`src/rtl/shtp_pkg.sv`:
```
package shtp_pkg;

  // Table geometry and field widths
  localparam int TABLE_BITS_DEF = 12;
  localparam int SIZE_W         = 4;
  localparam int SIZE_RST       = 12;
  localparam int OP_W           = 2;
  localparam int BYTE_W         = 8;
  localparam int STATUS_W       = 3;
  localparam int SLOT_W         = 12;
  localparam int TAG_W          = 7;
  localparam int ENTRY_W        = TAG_W + 1;

  // Hash seeds and crypt table generator constants
  localparam logic [31:0] SEED_A     = 32'h7FED7FED;
  localparam logic [31:0] SEED_B     = 32'hEEEEEEEE;
  localparam logic [31:0] CRYPT_INIT = 32'h00100001;
  localparam logic [31:0] CRYPT_MUL  = 32'd125;
  localparam logic [31:0] CRYPT_ADD  = 32'd3;
  localparam logic [31:0] CRYPT_MOD  = 32'h002AAAAB;

  typedef enum logic [OP_W-1:0] {
    OP_ADD    = 2'd0,
    OP_LOOKUP = 2'd1,
    OP_CLEAR  = 2'd2,
    OP_NONE   = 2'd3
  } op_t;

  typedef enum logic [STATUS_W-1:0] {
    ST_ADDED   = 3'd0,
    ST_FULL    = 3'd1,
    ST_FOUND   = 3'd2,
    ST_ABSENT  = 3'd3,
    ST_CLEARED = 3'd4
  } status_t;

  typedef enum logic [2:0] {
    S_INIT,
    S_IDLE,
    S_LOAD,
    S_PROBE,
    S_SWEEP,
    S_DONE
  } state_t;

  // Commands from the controller to the datapath
  typedef struct packed {
    logic    accept;
    logic    probe_load;
    logic    probe_step;
    logic    wr_tag;
    logic    sweep_step;
    logic    res_set;
    logic    res_use_pos;
    status_t res_status;
    logic    out_load;
  } dp_cmd_t;

  // Status from the datapath to the controller
  typedef struct packed {
    logic occupied;
    logic tag_hit;
    logic wrap;
    logic sweep_last;
    logic out_free;
  } dp_sts_t;

  typedef logic [255:0][31:0] rom_t;

  typedef struct packed {
    logic [31:0] one;
    logic [31:0] two;
  } hash_pair_t;

  // One step of the crypt table seed sequence
  function automatic logic [31:0] crypt_step(input logic [31:0] s);
    return (s * CRYPT_MUL + CRYPT_ADD) % CRYPT_MOD;
  endfunction

  // Build one 256-word half of the crypt table: sel 0 offset words, sel 1 tag words
  function automatic rom_t build_rom(input int sel);
    rom_t        r;
    logic [31:0] s;
    logic [31:0] upper;
    r = '0;
    s = CRYPT_INIT;
    for (int a = 0; a < 256; a++) begin
      for (int k = 0; k < 2; k++) begin
        s     = crypt_step(s);
        upper = {s[15:0], 16'h0000};
        s     = crypt_step(s);
        if (k == sel) begin
          r[a] = upper | {16'h0000, s[15:0]};
        end
      end
      // step through the unused hash types
      for (int k = 2; k < 5; k++) begin
        s = crypt_step(s);
        s = crypt_step(s);
      end
    end
    return r;
  endfunction

  localparam rom_t OFS_ROM = build_rom(0);
  localparam rom_t TAG_ROM = build_rom(1);

  // Advance one running hash by one byte
  function automatic hash_pair_t hash_mix(input hash_pair_t h, input logic [31:0] word,
                                          input logic [BYTE_W-1:0] ch);
    hash_pair_t  r;
    logic [31:0] n1;
    n1    = word ^ (h.one + h.two);
    r.two = {24'h0, ch} + n1 + h.two + {h.two[26:0], 5'b00000} + 32'd3;
    r.one = n1;
    return r;
  endfunction

endpackage

```
`src/rtl/shtp_ctrl.sv`:
```
module shtp_ctrl import shtp_pkg::*; (
  input  logic            clk,
  input  logic            rst_n,
  input  logic            in_valid,
  output logic            in_ready,
  input  logic [OP_W-1:0] in_op,
  input  logic            in_last,
  input  dp_sts_t         sts,
  output dp_cmd_t         cmd
);

  state_t state_r, state_nxt;
  op_t    op_r;
  logic   fire;

  assign in_ready = (state_r == S_IDLE);
  assign fire     = in_valid && in_ready;

  // Latch the operation of the final byte
  always_ff @(posedge clk) begin
    if (fire && in_last) begin
      op_r <= op_t'(in_op);
    end
  end

  always_ff @(posedge clk) begin
    if (!rst_n) begin
      state_r <= S_INIT;
    end else begin
      state_r <= state_nxt;
    end
  end

  // Next state
  always_comb begin
    state_nxt = state_r;
    case (state_r)
      S_INIT: begin
        if (sts.sweep_last) state_nxt = S_IDLE;
      end
      S_IDLE: begin
        if (fire && in_last) begin
          case (op_t'(in_op))
            OP_ADD, OP_LOOKUP: state_nxt = S_LOAD;
            OP_CLEAR:          state_nxt = S_SWEEP;
            default:           state_nxt = S_IDLE;
          endcase
        end
      end
      S_LOAD: state_nxt = S_PROBE;
      S_PROBE: begin
        if (op_r == OP_ADD) begin
          if (!sts.occupied || sts.wrap) state_nxt = S_DONE;
        end else begin
          if (!sts.occupied || sts.tag_hit || sts.wrap) state_nxt = S_DONE;
        end
      end
      S_SWEEP: begin
        if (sts.sweep_last) state_nxt = S_DONE;
      end
      S_DONE: begin
        if (sts.out_free) state_nxt = S_IDLE;
      end
      default: state_nxt = S_INIT;
    endcase
  end

  // Datapath commands
  always_comb begin
    cmd = '0;
    cmd.res_status = ST_ADDED;
    case (state_r)
      S_INIT: cmd.sweep_step = 1'b1;
      S_IDLE: cmd.accept = fire;
      S_LOAD: cmd.probe_load = 1'b1;
      S_PROBE: begin
        if (op_r == OP_ADD) begin
          if (!sts.occupied) begin
            cmd.wr_tag      = 1'b1;
            cmd.res_set     = 1'b1;
            cmd.res_use_pos = 1'b1;
            cmd.res_status  = ST_ADDED;
          end else if (sts.wrap) begin
            cmd.res_set    = 1'b1;
            cmd.res_status = ST_FULL;
          end else begin
            cmd.probe_step = 1'b1;
          end
        end else begin
          if (!sts.occupied) begin
            cmd.res_set    = 1'b1;
            cmd.res_status = ST_ABSENT;
          end else if (sts.tag_hit) begin
            cmd.res_set     = 1'b1;
            cmd.res_use_pos = 1'b1;
            cmd.res_status  = ST_FOUND;
          end else if (sts.wrap) begin
            cmd.res_set    = 1'b1;
            cmd.res_status = ST_ABSENT;
          end else begin
            cmd.probe_step = 1'b1;
          end
        end
      end
      S_SWEEP: begin
        cmd.sweep_step = 1'b1;
        if (sts.sweep_last) begin
          cmd.res_set    = 1'b1;
          cmd.res_status = ST_CLEARED;
        end
      end
      S_DONE: cmd.out_load = sts.out_free;
      default: cmd = '0;
    endcase
  end

endmodule

```
`config.mk`:
```
export PLATFORM = sky130hd
export DESIGN_NAME = shtp_ctrl
export DESIGN_NICKNAME = d
export VERILOG_FILES = /design/src/rtl/shtp_pkg.sv /design/src/rtl/shtp_ctrl.sv
export SDC_FILE = /design/constraint.sdc
export NUM_CORES = 1
export LEC_CHECK = 0
export BUFFER_PORTS_ARGS = -buffer_cell sky130_fd_sc_hd__buf_2
export CORE_AREA = 2 2 39 41
export DETAILED_ROUTE_END_ITERATION = 16
export DIE_AREA = 0 0 41 43
export HOLD_SLACK_MARGIN = 0.03
export SKIP_CTS_REPAIR_TIMING = 1
export SYNTH_ARGS = -nofsm -noshare
export SYNTH_HDL_FRONTEND = slang
export SYNTH_SLANG_ARGS = --single-unit
```
`constraint.sdc`:
```
create_clock -name clk -period 1.5 [get_ports clk]
set_input_delay 0.15 -clock clk [delete_from_list [all_inputs] [get_ports clk]]
set_output_delay 0.15 -clock clk [all_outputs]
set_load 0.03 [all_outputs]
```
### After elaboration in Yosys (flattened, before gate mapping)

Index checks and enable logic that the tools add are counted.

| storage, ports and cells | value |
|---|---|
| register bits after elaboration | 5 |
| input port bits | 11 |
| logic and storage cells | 65 |

| operators by class | value |
|---|---|
| equality and inequality tests | 13 |
| mux-type cells | 38 |
| reduce and logical (&&, ||, !) cells | 12 |

Operator list:

| cell | number |
|---|---|
| 2-to-1 mux 3 bit | 8 |
| 2-to-1 mux 1 bit | 21 |
| one-hot mux 3 bit (6 select lines) | 1 |
| one-hot mux 3 bit (2 select lines) | 2 |
| 2-to-1 mux 2 bit | 4 |
| equality test 3 x 2 -> 1 bit (second input constant) | 2 |
| equality test 3 bit (second input constant) | 2 |
| != test 2 bit (second input constant) | 3 |
| != test 3 bit (second input constant) | 2 |
| AND reduction 6 bit | 1 |
| 2-to-1 mux 5 bit | 1 |
| zero test 2 bit | 2 |
| OR reduction 2 bit | 2 |
| equality test 3 x 1 -> 1 bit (second input constant) | 1 |
| zero test 3 bit | 1 |
| logical OR 1 bit | 3 |
| equality test 2 x 1 -> 1 bit (second input constant) | 1 |
| equality test 2 bit (second input constant) | 1 |
| logical AND 1 bit | 2 |
| != test 2 x 1 -> 1 bit (second input constant) | 1 |
| one-hot mux 1 bit (2 select lines) | 1 |
| zero test 1 bit | 1 |

### Depth between registers and ports, before layout

Gate-level depths: netlist (run 1).

| logic depth | value |
|---|---|
| word-level depth | 6 |
| depth in mapped cells | 5 |
| gate-level depth less buffers | 4 |

### Worst setup path before layout (run 1)

Ideal clock, no wire load.

| timing | value |
|---|---|
| path type | register -> output |
| start point | reg state_r[1] |
| end point | out cmd[5] (netlist name) |
| arrival time | 1.585 ns |
| required time | 1.350 ns |
| setup slack | -0.235 ns |
| cell stages (with the launch flop) | 4 |
| path buffers | 0 |
| cells stage by stage | dfxtp_1 > nor2_1 > and3_1 > o21bai_1 |

RTL lines:

| element | line | RTL |
|---|---|---|
| start: declaration | shtp_ctrl.sv:12 | `state_t state_r, state_nxt;` |
| start signal: assignment | shtp_ctrl.sv:30 | `state_r <= state_nxt;` |
| end: declaration | shtp_ctrl.sv:9 | `output dp_cmd_t cmd` |

==> reports/results.md, run 1 <==
- **run status** finished, final reports clean
- **count of endpoints failing hold in the final timing report** 0
- **antenna violations before repair** 0
- **post-placement cell count** 91
- **number of instances on the worst hold path** 1
- **final number of max-transition violations** 0
- **startpoint of the most critical hold path** in_op[0]
- **final-layout fill cell count** 149
- **final cell count without fillers** 98
- **data arrival at the endpoint of the critical path** 1340 ps
- **post-synth design cell area** 429 µm²
- **initial DRC count** 6
- **Setup TNS** 0 ps
- **end-of-flow core utilization** 49.4%
- **number of library cell types mapped by synthesis** 26
- **insertion delay of the later-clocked pin in the worst-skew pair** 240 ps
- **synthesized area per cell** 8.41 µm²
- **launching point of the worst reg2reg path** state_r[0]
- **Site Rows** 14
- **top cell type's share of synthesized area** 14.0%
- **GR Overflow Total** 0
- **relative slew slack** 69.3%
- **Max IR drop VDD** 355 µV
- **type of the worst setup path** flop to output port
- **share of cells above drive strength 1** 53.7%
- **clock slew seen by the registers of the worst setup and hold paths** 50 ps
- **DRC Markers** 0
- **Synth top cells by count** sky130_fd_sc_hd__nor2_1, sky130_fd_sc_hd__nand2_1
- **die width** 41 µm
- **FF+latch count, synth** 5
- **number of failing setup endpoints in the final timing report** 0
- **Power Total** 0.512 mW
- **pre-CTS setup slack** 7.97 ps
- **post-route worst hold slack** 109 ps
- **maximum number of pins on one net before global-route repair** 9
- **peak clock frequency supported by timing** 670 MHz
- **Buffers on Ports** 22
- **net count after synthesis** 62
- **overall die height** 43 µm
- **number of vias per cell after detailed routing** 4.78
- **unrepaired setup endpoints after global routing** yes
- **EDFF count, synth** 2
- **most frequently used cell type in the post-synthesis netlist** sky130_fd_sc_hd__nor2_1
- **worst path required time** 1350 ps
- **total non-filler cell area in the finished layout** 683 µm²
- **layout-stage area growth over the synthesis result** 59.2%
- **Max stage delay on crit path** 330 ps
- **reg2reg path depth** 4
- **Avg WL per Cell** 11.0 µm
- **leakage power total** 0.317 nW
- **nets@finish** 94
- **CP cell instances** nand3b_1, buf_4, nor3b_2, buf_4
- **peak fanout along the critical path** 5
- **number of antenna cells inserted** 0
- **CTS sink count** 5
- **total routing resource utilization after global routing** 13.2%
- **min setup slack post-route** 7.07 ps
- **final estimated routing congestion in global placement** 0.749
- **root buffer cell** sky130_fd_sc_hd__clkbuf_4
- **Most Frequent Cell on Critical Path** sky130_fd_sc_hd__buf_4
- **yosys warns** 0
- **Placed Instance Area** 596 µm²
- **number of instances in the synthesized netlist** 51
- **Tightest Pin Transition** 457 ps
- **top flip-flop cell by instance count after synthesis** sky130_fd_sc_hd__dfxtp_1
- **CTS tree** yes
- **buffers from clock root to sink, at most** 2
- **endpoint class of the critical path** output port
- **R2R Path End** state_r[1]
- **leading area contributor after synthesis** sky130_fd_sc_hd__dfxtp_1
- **detailed-router iteration count before antenna repair** 4
- **Post-Route Skew** 4.00 ps
- **Vias** 468
- **time the final worst path needs with I/O delays and setup** 1490 ps
- **TritonCTS buffer count** 3
- **fraction of synthesis flops using an asynchronous set or reset pin** 0%
- **first-pass GRT wire length** 1.51 mm
- **cell with the largest stage delay on the worst path** sky130_fd_sc_hd__dfxtp_1
- **Worst setup SP type** flop
- **Hold Crit Endpoint** op_r[0]
- **number of global-route vias before repair** 406
- **worst-case register-to-register setup slack** 120 ps
- **class of the tightest hold or removal check** primary input to flop
- **post-synthesis sequential area ratio** 28.0%
- **starting density of the core** 31.0%
- **# Max-Cap Violations** 0
- **die area** 0.00176 mm²
- **Max H-tree Level** 1
- **core box area** 0.00138 mm²
- **post-DP HPWL** 852 µm
- **pwr dens** 750 mW/mm²
- **ranking of synthesized cells by area** sky130_fd_sc_hd__dfxtp_1, sky130_fd_sc_hd__edfxtp_1, sky130_fd_sc_hd__a2111oi_4, sky130_fd_sc_hd__nor2_1, sky130_fd_sc_hd__mux2i_1
- **top-level port count** 23
- **final clock period utilization by the worst path** 99.5%
- **wirelength, routed** 1.08 mm
- **post-route antenna net violation count** 0
## metal layers
| metal | up-vias | GRT usage (%) | routed length (µm) |
|---|---|---|---|
| li1 | 244 | - | - |
| met1 | 210 | 13.4 | 449 |
| met2 | 12 | 20.6 | 564 |
| met3 | 2 | 4.71 | 52 |
| met4 | 0 | 10.0 | 10 |
| met5 | - | 0 | 0 |
## flip-flops by register name (all words and copies together) (netlist names)
register,flops
state_r,3
op_r,2
## worst max-delay path by stage
stage	start	end	depth (start not counted)
finish	state_r[2]	cmd[1]	4
global route	state_r[2]	cmd[7]	4
floorplan	state_r[0]	cmd[5]	3
CTS	state_r[1]	cmd[1]	4
detailed placement	state_r[1]	state_r[1]	4
global placement	state_r[1]	state_r[2]	4
## power by group
part	total, mW	internal [mW]	switching (mW)
registers	0.166	0.152	0.0137
logic	0.188	0.0831	0.105
clock network	0.158	0.101	0.0577
## cells by family after synthesis
| family | synth area share (%) |
|---|---|
| buffers and inverters | 4.37 |
| DFF | 28.0 |
| muxes | 4.66 |
| and+or+nand+nor | 39.4 |
| AOI/OAI and AO/OA | 23.6 |
## placed cells by master (no fill, tap or decap), drive strengths merged
cell type and instances:
o21ai 3, inv 3, a22o 1, edfxtp 2, nand3b 2, a21oi 3
o22ai 1, o21bai 1, and3 2, nor2 6, nor3 4, o21a 1
nand2 4, and2 2, and2b 1, clkbuf 4, buf 28, mux2i 2
a2111oi 1, dfxtp 3, or2b 3, a211oi 1, nor3b 2, nand2b 2
## critical path: cells and delay by family (launching register included)
kind	cells	cell delay, ps
buf+inv	2	370
simple gates	2	410
flops	1	330
## final cells by class
cell class | count | area, µm² | area share, %
Clock buffer | 4 | 26.3 | 3.85
Inverter | 3 | 11.3 | 1.65
Multi-Input combinational cell | 42 | 324 | 47.4
Sequential cell | 5 | 128 | 18.7
Tap cell | 16 | 20.0 | 2.93
Timing Repair Buffer | 28 | 174 | 25.5
Power figures use the tool's default switching activity.
==> run 2, diff against run 1 <==
- PLACE_DENSITY: not set -> 0.71
==> run 2 against run 1 <==
The flow now finishes with violations (negative setup slack). Sequential power about the same. Clock-buffer cell count unchanged. Register-to-register slack is essentially flat. Hold slack worse by 6.9 ps. Flip-flop and latch count unchanged. Largest cell class unchanged. Highest routed layer unchanged.
==> reports/results.md, run 2 (synthesized netlist as in run 1, its figures left out) <==
- **run status** finished, violations left
- **violated checks** negative setup slack
- **final estimated routing congestion in global placement** 0.802
- **startpoint of the most critical hold path** in_op[0]
- **wirelength, routed** 1.09 mm
- **number of global-route vias before repair** 421
- **Power Total** 0.530 mW
- **TritonCTS buffer count** 3
- **R2R Path End** state_r[2]
- **final clock period utilization by the worst path** 101%
- **# Max-Cap Violations** 0
- **final number of max-transition violations** 0
- **first-pass GRT wire length** 1.57 mm
- **count of endpoints failing hold in the final timing report** 0
- **Avg WL per Cell** 11.0 µm
- **layout-stage area growth over the synthesis result** 65.3%
- **most common cell after layout, fill and taps aside** sky130_fd_sc_hd__buf_2
- **clock slew seen by the registers of the worst setup and hold paths** 50 ps
- **pre-CTS setup slack** 43.4 ps
- **Setup TNS** -12.9 ps
- **number of antenna cells inserted** 0
- **worst path required time** 1350 ps
- **nets@finish** 95
- **min setup slack post-route** -12.7 ps
- **root buffer cell** sky130_fd_sc_hd__clkbuf_4
- **starting density of the core** 31.0%
- **Storage cell area** 131 µm²
- **leakage power total** 0.328 nW
- **worst-case register-to-register setup slack** 110 ps
- **post-DP HPWL** 878 µm
- **time the final worst path needs with I/O delays and setup** 1510 ps
- **combinational power share** 37.7%
- **GR Overflow Total** 0
- **Site Rows** 14
- **post-placement cell count** 91
- **Buffers on Ports** 22
- **number of failing setup endpoints in the final timing report** 2
- **number of vias per cell after detailed routing** 4.95
- **final cell count without fillers** 99
- **top-level port count** 23
- **CTS sink count** 5
- **pwr dens** 747 mW/mm²
- **Worst setup SP type** flop
- **Post-Route Skew** 5.05 ps
- **maximum number of pins on one net before global-route repair** 9
- **class of the tightest hold or removal check** primary input to flop
- **Vias** 490
- **sw frac** 34.7%
- **final-layout fill cell count** 142
- **number of instances on the worst hold path** 1
- **part of the power in the clock network** 31.0%
- **die area** 0.00176 mm²
- **post-route antenna net violation count** 0
- **CTS tree** yes
- **initial DRC count** 5
- **peak clock frequency supported by timing** 661 MHz
- **top library cells by usage in the layout, fill and taps aside** sky130_fd_sc_hd__buf_2, sky130_fd_sc_hd__buf_4, sky130_fd_sc_hd__nor2_1, sky130_fd_sc_hd__nand2_1, sky130_fd_sc_hd__buf_6
- **unrepaired setup endpoints after global routing** yes
- **register bank with the most flops** state_r
- **endpoint class of the critical path** output port
- **detailed-router iteration count before antenna repair** 3
- **launching point of the worst reg2reg path** state_r[2]
- **type of the worst setup path** flop to output port
- **insertion delay of the later-clocked pin in the worst-skew pair** 250 ps
- **design internal power** 0.346 mW
- **reg2reg path depth** 5
- **relative slew slack** 68.2%
- **total non-filler cell area in the finished layout** 709 µm²
- **total routing resource utilization after global routing** 13.7%
- **peak fanout along the critical path** 4
- **fraction of power consumed by sequential logic** 31.3%
- **data arrival at the endpoint of the critical path** 1360 ps
- **buffers from clock root to sink, at most** 2
- **die width** 41 µm
- **multi-input gate area in the final layout** 330 µm²
- **Max H-tree Level** 1
- **Max IR drop VDD** 317 µV
- **DRC Markers** 0
- **share of cells above drive strength 1** 57.8%
- **largest registers** state_r: 3 flops, op_r: 2 flops
- **Hold Crit Endpoint** op_r[0]
- **net switching power figure** 0.184 mW
- **overall die height** 43 µm
- **Placed Instance Area** 596 µm²
- **flip-flop count of the largest register after layout** 3
- **antenna violations before repair** 0
- **core box area** 0.00138 mm²
- **Tightest Pin Transition** 474 ps
==> run 2: cell types whose count changed in the layout (fill, tap and decap cells not counted), sizes merged <==
cell and delta:
buf +1
==> run 2: cell type report <==
cell class,instances,share of cell area [%]
Inverter,3,1.59
Multi-Input combinational cell,42,46.6
Clock buffer,4,3.70
Timing Repair Buffer,29,26.8
Tap cell,16,2.82
Sequential cell,5,18.5
==> run 2: critical path: stages (launching register included) <==
cell and delay [ps]:
sky130_fd_sc_hd__edfxtp_1 430, sky130_fd_sc_hd__o21a_4 250, sky130_fd_sc_hd__o21ai_2 100, sky130_fd_sc_hd__nor3b_2 160, sky130_fd_sc_hd__buf_4 180
==> run 2: worst max path at each step <==
stage               startpoint          to  slack (ps)  cells past startpoint
finish                 op_r[1]      cmd[1]         -10                      4
global route           op_r[1]      cmd[1]        -100                      4
CTS                 state_r[1]      cmd[1]        -150                      4
detailed placement  state_r[1]  state_r[2]          40                      4
global placement    state_r[1]  state_r[2]         110                      4
floorplan           state_r[0]      cmd[5]         -70                      3
==> run 2: metrics by stage <==
stage	util, %	hold slack (ps)
2_1_floorplan	-	249
3_3_place_gp	43.0	357
3_5_place_dp	43.0	362
4_1_cts	44.9	102
6_report	51.3	102
5_1_grt	51.3	94.7
==> run 2: power by group through the flow <==
stage                     Sequential (mW)  Combinational [mW]  Clock, mW
after floorplan                     0.163               0.132          0
after global routing                0.168               0.214      0.187
after CTS                           0.166               0.179      0.169
after detailed placement            0.168               0.179          0
after global placement              0.167               0.177          0
final                               0.166               0.200      0.164
==> run 2: routing by layer <==
| layer | GRT usage (%) | vias up | part of all wire [%] |
|---|---|---|---|
| li1 | - | 250 | - |
| met1 | 12.9 | 220 | 41 |
| met2 | 21.6 | 17 | 50 |
| met3 | 7.85 | 3 | 6.9 |
| met4 | 8.00 | 0 | 1.9 |
| met5 | 0 | - | 0 |
